File: src/rtl/dph_pkg.sv
// ----------------------------------------------------------------------------
// Dotted path hash package
// Payload types, command and status structs, and hash constants.
// ----------------------------------------------------------------------------
package dph_pkg;

   localparam logic [63:0] HASH_SEED   = 64'hEE67_4237;
   localparam logic [63:0] LOW_NIBBLES = 64'h0F0F_0F0F_0F0F_0F0F;
   // accumulation of "$$arr"
   localparam logic [63:0] ARR_PRESET  =
      (((64'd36 * 64'd257 + 64'd36) * 64'd257 + 64'd97) * 64'd257 + 64'd114) * 64'd257
      + 64'd114;

   localparam logic [7:0] CHAR_DOT   = 8'h2E;
   localparam logic [7:0] CHAR_OPEN  = 8'h5B;
   localparam logic [7:0] CHAR_CLOSE = 8'h5D;

   typedef struct packed {
      logic [7:0] char_byte;
      logic       has_byte;
      logic       last;
   } req_type;

   typedef struct packed {
      logic [63:0] id_hash;
      logic        utf8_error;
   } rsp_type;

   // partial-product phase of the shared 32x32 multiplier
   typedef enum logic [2:0] {
      MUL_NONE,
      MUL_LL,
      MUL_LH,
      MUL_HL,
      MUL_DONE
   } mul_phase_type;

   typedef struct packed {
      logic          take_item;
      logic          prep_factor;
      mul_phase_type mul_phase;
      logic          load_out;
   } cmd_type;

   typedef struct packed {
      logic fold_byte;
      logic last_item;
   } status_type;

endpackage

File: src/rtl/dph_ctrl.sv
// ----------------------------------------------------------------------------
// Dotted path hash controller
// Sequences item intake, component folds and result hand-off.
// ----------------------------------------------------------------------------
module dph_ctrl (
   input  logic                clock,
   input  logic                reset,
   input  logic                req_valid,
   output logic                req_ready,
   output logic                rsp_valid,
   input  logic                rsp_ready,
   input  dph_pkg::status_type status,
   output dph_pkg::cmd_type    cmd
);
   import dph_pkg::*;

   typedef enum logic [2:0] {
      ST_IDLE,
      ST_PREP,
      ST_MUL0,
      ST_MUL1,
      ST_MUL2,
      ST_MUL3,
      ST_OUT
   } state_type;

   state_type state_ff, state_in;
   logic      last_ff, last_in;
   logic      final_fold_ff, final_fold_in;
   logic      rsp_valid_ff, rsp_valid_in;
   logic      take;
   logic      slot_free;

   assign req_ready = (state_ff == ST_IDLE);
   assign rsp_valid = rsp_valid_ff;
   assign take      = req_valid && req_ready;
   assign slot_free = !rsp_valid_ff || rsp_ready;

   always_comb begin
      state_in      = state_ff;
      last_in       = last_ff;
      final_fold_in = final_fold_ff;
      rsp_valid_in  = rsp_valid_ff && !rsp_ready;
      cmd           = '{take_item: take, prep_factor: 1'b0,
                        mul_phase: MUL_NONE, load_out: 1'b0};
      unique case (state_ff)
         ST_IDLE: begin
            if (take) begin
               last_in       = status.last_item;
               final_fold_in = 1'b0;
               if (status.fold_byte) begin
                  state_in = ST_MUL0;
               end else if (status.last_item) begin
                  state_in = ST_PREP;
               end
            end
         end
         ST_PREP: begin
            cmd.prep_factor = 1'b1;
            final_fold_in   = 1'b1;
            state_in        = ST_MUL0;
         end
         ST_MUL0: begin
            cmd.mul_phase = MUL_LL;
            state_in      = ST_MUL1;
         end
         ST_MUL1: begin
            cmd.mul_phase = MUL_LH;
            state_in      = ST_MUL2;
         end
         ST_MUL2: begin
            cmd.mul_phase = MUL_HL;
            state_in      = ST_MUL3;
         end
         ST_MUL3: begin
            cmd.mul_phase = MUL_DONE;
            if (final_fold_ff) begin
               state_in = ST_OUT;
            end else if (last_ff) begin
               state_in = ST_PREP;
            end else begin
               state_in = ST_IDLE;
            end
         end
         ST_OUT: begin
            if (slot_free) begin
               cmd.load_out  = 1'b1;
               rsp_valid_in  = 1'b1;
               last_in       = 1'b0;
               final_fold_in = 1'b0;
               state_in      = ST_IDLE;
            end
         end
         default: begin
            state_in = ST_IDLE;
         end
      endcase
   end

   always_ff @(posedge clock) begin
      if (reset) begin
         state_ff      <= ST_IDLE;
         last_ff       <= 1'b0;
         final_fold_ff <= 1'b0;
         rsp_valid_ff  <= 1'b0;
      end else begin
         state_ff      <= state_in;
         last_ff       <= last_in;
         final_fold_ff <= final_fold_in;
         rsp_valid_ff  <= rsp_valid_in;
      end
   end

endmodule

File: src/rtl/dph_datapath.sv
// ----------------------------------------------------------------------------
// Dotted path hash datapath
// UTF-8 tracking, component accumulator, split 64-bit multiply and output stage.
// ----------------------------------------------------------------------------
module dph_datapath (
   input  logic                clock,
   input  logic                reset,
   input  dph_pkg::req_type    req_data,
   output dph_pkg::rsp_type    rsp_data,
   input  dph_pkg::cmd_type    cmd,
   output dph_pkg::status_type status
);
   import dph_pkg::*;

   logic [63:0] hash_ff, hash_in;
   logic [63:0] acc_ff, acc_in;
   logic [1:0]  pend_ff, pend_in;
   logic        bad_ff, bad_in;
   logic [63:0] factor_ff;
   logic [63:0] mul_ff;
   logic [63:0] prod_ff;
   rsp_type     rsp_ff;

   logic [7:0]  b;
   logic        is_fold;
   logic [63:0] factor_calc;
   logic [31:0] op_a, op_b;
   logic [63:0] mul_out;
   logic [63:0] full_prod;
   logic [63:0] swapped;
   logic        err;

   assign b       = req_data.char_byte;
   assign is_fold = req_data.has_byte && (b == CHAR_DOT || b == CHAR_OPEN);
   assign status  = '{fold_byte: is_fold, last_item: req_data.last};

   // acc*37 + 2 as shifts and adds
   assign factor_calc = (acc_ff << 5) + (acc_ff << 2) + acc_ff + 64'd2;

   // one shared 32x32 multiplier; low 64 bits of hash*factor over three products
   assign op_a    = (cmd.mul_phase == MUL_HL) ? hash_ff[63:32] : hash_ff[31:0];
   assign op_b    = (cmd.mul_phase == MUL_LH) ? factor_ff[63:32] : factor_ff[31:0];
   assign mul_out = 64'(op_a) * 64'(op_b);

   assign full_prod = {prod_ff[63:32] + mul_ff[31:0], prod_ff[31:0]};
   assign swapped   = ((full_prod & LOW_NIBBLES) << 4) | ((full_prod >> 4) & LOW_NIBBLES);

   assign err = bad_ff || (pend_ff != 2'd0);

   always_comb begin
      hash_in = hash_ff;
      acc_in  = acc_ff;
      pend_in = pend_ff;
      bad_in  = bad_ff;
      if (cmd.take_item && req_data.has_byte) begin
         if (pend_ff == 2'd0) begin
            priority if (b[7] == 1'b0) begin
               pend_in = 2'd0;
            end else if (b[7:5] == 3'b110) begin
               pend_in = 2'd1;
            end else if (b[7:4] == 4'b1110) begin
               pend_in = 2'd2;
            end else if (b[7:3] == 5'b11110) begin
               pend_in = 2'd3;
            end else begin
               bad_in = 1'b1;
            end
         end else if (b[7:6] == 2'b10) begin
            pend_in = pend_ff - 2'd1;
         end else begin
            bad_in = 1'b1;
         end
         if (b == CHAR_DOT) begin
            acc_in = '0;
         end else if (b == CHAR_OPEN) begin
            acc_in = ARR_PRESET;
         end else if (b != CHAR_CLOSE) begin
            acc_in = (acc_ff << 8) + acc_ff + 64'(b);
         end
      end
      if (cmd.mul_phase == MUL_DONE) begin
         hash_in = {swapped[55:0], swapped[63:56]};
      end
      if (cmd.load_out) begin
         hash_in = HASH_SEED;
         acc_in  = '0;
         pend_in = 2'd0;
         bad_in  = 1'b0;
      end
   end

   always_ff @(posedge clock) begin
      if (reset) begin
         hash_ff <= HASH_SEED;
         acc_ff  <= '0;
         pend_ff <= 2'd0;
         bad_ff  <= 1'b0;
      end else begin
         hash_ff <= hash_in;
         acc_ff  <= acc_in;
         pend_ff <= pend_in;
         bad_ff  <= bad_in;
      end
   end

   always_ff @(posedge clock) begin
      if ((cmd.take_item && is_fold) || cmd.prep_factor) begin
         factor_ff <= factor_calc;
      end
      if (cmd.mul_phase != MUL_NONE) begin
         mul_ff <= mul_out;
      end
      if (cmd.mul_phase == MUL_LH) begin
         prod_ff <= mul_ff;
      end else if (cmd.mul_phase == MUL_HL) begin
         prod_ff[63:32] <= prod_ff[63:32] + mul_ff[31:0];
      end
      if (cmd.load_out) begin
         rsp_ff.id_hash    <= err ? 64'd0 : hash_ff;
         rsp_ff.utf8_error <= err;
      end
   end

   assign rsp_data = rsp_ff;

endmodule

File: src/rtl/dotted_path_hash_unit.sv
// Plain byte: one transfer per cycle while intake is open. Separator ('.' or '['):
// intake closes while the fold runs through one shared 32x32 multiplier as three
// partial products plus a write-back. Final item: the result passes a final fold and
// the output load, after the byte fold for a final separator; intake reopens as the result
// is loaded, which waits only while an earlier result still sits in the output register.
// Synchronous active-high reset returns the hash to its seed and empties the output.
// ----------------------------------------------------------------------------
// Dotted path hash unit
// Streaming hash of a dotted path with UTF-8 validity check.
// ----------------------------------------------------------------------------
module dotted_path_hash_unit (
   input  logic             clock,
   input  logic             reset,
   input  logic             req_valid,
   output logic             req_ready,
   input  dph_pkg::req_type req_data,
   output logic             rsp_valid,
   input  logic             rsp_ready,
   output dph_pkg::rsp_type rsp_data
);
   import dph_pkg::*;

   cmd_type    cmd;
   status_type status;

   dph_ctrl u_ctrl (
      .clock     (clock),
      .reset     (reset),
      .req_valid (req_valid),
      .req_ready (req_ready),
      .rsp_valid (rsp_valid),
      .rsp_ready (rsp_ready),
      .status    (status),
      .cmd       (cmd)
   );

   dph_datapath u_datapath (
      .clock    (clock),
      .reset    (reset),
      .req_data (req_data),
      .rsp_data (rsp_data),
      .cmd      (cmd),
      .status   (status)
   );

endmodule

File: config.mk
export PLATFORM = sky130hd
export DESIGN_NAME = dotted_path_hash_unit
export DESIGN_NICKNAME = d
export VERILOG_FILES = /design/src/rtl/dph_pkg.sv /design/src/rtl/dph_ctrl.sv /design/src/rtl/dph_datapath.sv /design/src/rtl/dotted_path_hash_unit.sv
export SDC_FILE = /design/constraint.sdc
export NUM_CORES = 2
export LEC_CHECK = 0
export ABC_AREA = 1
export BUFFER_PORTS_ARGS = -buffer_cell sky130_fd_sc_hd__buf_2
export CAP_MARGIN = 20
export CORE_MARGIN = 3
export CORE_UTILIZATION = 67
export DETAILED_ROUTE_END_ITERATION = 6
export PLACE_DENSITY = 0.84
export SETUP_SLACK_MARGIN = 0.15
export SLEW_MARGIN = 25
export SYNTH_ARGS = -nofsm -noshare
export SYNTH_HDL_FRONTEND = slang
export SYNTH_SLANG_ARGS = --single-unit
File: constraint.sdc
create_clock -name clock -period 10.05 [get_ports clock]
set_clock_uncertainty 0.1 [all_clocks]
set_input_delay 2.01 -clock clock [delete_from_list [all_inputs] [get_ports clock]]
set_output_delay 2.01 -clock clock [all_outputs]
set_load 0.005 [all_outputs]
==> reports/results.tsv <==
metric	value	unit
layout net count	9385	
Routed WL	222.1	mm
Setup TNS Final	0	ps
Fin. Hold Viols	0	
dpl cells	9126	
Worst Hold Class	reg2reg	
Slew Limit Fails	0	
GRT Total Usage	0.4727	
Tcrit/Tclk final	0.9550	
Ys Warns	0	
RSZ-0062 raised after global routing	no	
clk_lat worst skew	600	ps
CTS tree	done	
Die X	308.4	um
sequential area share after synthesis	0.1707	
relative slew slack	0.2717	
worst r2r src	u_ctrl.state_ff[1]	
clk slew on worst S/H paths	70	ps
most used cell, CP	fa_1	
Sink Count	394	
Routed wire per std cell	24.11	um
Routed Antenna Nets	0	
WHS Path Cells	0	
post_cts resized	0	
Final Wtd Congestion	1.084	
Worst Reg2Reg Path Length in Cells	32	
Max-Cap Viols	0	
fraction of registers with async set/reset	0	
CP Data Required Time	10300	ps
final core utilization	0.7140	
ranking of synthesized cells by area	fa_1, edfxtp_1, nand2_1	
Core Area	90290	um^2
Critical Path Source Type	flip-flop	
post-synth top area cell	fa_1	
post-CTS setup buffers	0	
Worst Path Max Fanout	25	
syn_area_per_cell	7.684	um^2
Max H-tree Level	2	
CP arrival	9840	ps
cts hold-fix bufs	0	
WHS Endpoint	u_datapath.prod_ff[16]	
worst reg2reg path endpoint	u_datapath.mul_ff[46]	
Detail Placement HPWL	178.7	mm
most common cell in the synthesized netlist	nand2_1	
initial antenna violation count	9	
DRC Markers	11	
CP Class	reg2reg	
clock buffer depth	3	
final setup fails	0	
filler cell count in the final layout	7034	
I/O Pins	81	
drt initial violations	6953	
initial core utilization	0.6786	
post-synthesis net count	9365	
Tmin final	9598	ps
number of synthesized flops with an enable pin	257	
top cell type's share of synthesized area	0.3127	
first-pass GRT wire length	335.0	mm
GR Overflow Total	0	
Worst R2R Setup Slack	450	ps
most frequent cells after synthesis	nand2_1, inv_1, nor2_1	
PortBufs	80	
layout cell share with drive strength beyond 1	0.04860	
CTS root buffer	clkbuf_16	
Gate Count Post-Synth	7973	
hold wc startpoint	u_datapath.mul_ff[16]	
Die Y	308.4	um
Primary FF master, synth	edfxtp_1	
slowest cell on the critical path	fa_1	
Vias/cell	6.092	
Crit. End Element	flip-flop	
row count	110	
Fmax	104.2	MHz
Least-Margin Pin Slew	1088	ps
pin count of the biggest net entering global routing	81	
Die Footprint	95110	um^2
area grow syn2layout	5.218	%
Final Non-Filler Cells	9211	
Synth cell types	48	
CP max stage delay	560	ps
first-pass detailed-route iteration total	7	
CTS Buf Count	41	
Synth Register Bits	394	
number of global-route vias before repair	56586	
failing checks	design-rule violations	
status	finished with violations	
Via Count	56109	
Mapped Area	61270	um^2
[cells in the final DEF (no fill, tap or decap), types with 137 or more instances in the layout]
master / instances
ha_1: 421
nand3_1: 261
nor2_1: 1078
inv_1: 1683
edfxtp_1: 257
a21oi_1: 382
o21ai_0: 161
nand2_1: 1899
fa_1: 957
dfxtp_1: 137
[cell families after synthesis]
logic type | synth area share
simple gates | 0.2192
compound gates | 0.07054
xor+xnor | 0.01658
buf+inv | 0.1243
flops | 0.1707
fa+ha+maj | 0.3987
[critical path: cells and delay by family (launching register included)]
kind | cells | cell delay, ps
fa+ha+maj | 9 | 4350
buf+inv | 9 | 2030
compound gates | 6 | 1550
simple gates | 8 | 810
flops | 1 | 480
[per-stage QoR]
stage,cell area (um^2),hold WS [ps],setup WS (ps)
finish,64460,360.0,452.0
global route,64440,388.1,252.1
CTS,64440,366.1,745.6
detailed placement,62990,347.9,840.6
global placement,62990,347.6,910.1
floorplan,61270,330.7,2662
[worst max-delay path by stage]
stage | startpoint | cells past startpoint | to | slack, ps
after floorplan | u_ctrl.state_ff[0] | 32 | u_datapath.mul_ff[61] | 2660
after global placement | u_ctrl.state_ff[2] | 29 | u_datapath.mul_ff[62] | 910
after detailed placement | u_ctrl.state_ff[1] | 31 | u_datapath.mul_ff[46] | 840
after CTS | u_ctrl.state_ff[1] | 31 | u_datapath.mul_ff[46] | 750
after global routing | u_ctrl.state_ff[1] | 32 | u_datapath.mul_ff[46] | 250
final | u_ctrl.state_ff[1] | 32 | u_datapath.mul_ff[46] | 450
[metal layers]
metal / global-route usage / routed length [um] / vias to the layer above
met5: 0 / 60 / -
met4: 0.2971 / 18160 / 8
met3: 0.1671 / 30730 / 1198
met2: 0.7053 / 93940 / 4237
met1: 0.5887 / 79230 / 26558
li1: - / - / 24108
[final cells by class]
class	instances	area, um^2	share of cell area
well taps	1176	1471	0.02283
inverters	1740	6535	0.1014
multi-input cells	5623	43240	0.6708
repair buffers	193	1286	0.01995
diodes	10	25.02	0.0003882
flip-flops and latches	394	10460	0.1623
clock buffers	56	1164	0.01805
clock inverters	19	280.3	0.004348
[registers in the layout, indices dropped and copies added, names as in the netlist, 2 cells and up]
| register | count |
|---|---|
| u_datapath.hash_ff | 64 |
| u_datapath.pend_ff | 2 |
| u_datapath.factor_ff | 64 |
| u_datapath.prod_ff | 64 |
| u_datapath.acc_ff | 64 |
| u_datapath.rsp_data | 65 |
| u_datapath.mul_ff | 64 |
| u_ctrl.state_ff | 3 |
Power is left out: the tool's default activity adds up to more than one toggle a clock period on the data nets, which glitch-free logic cannot reach.
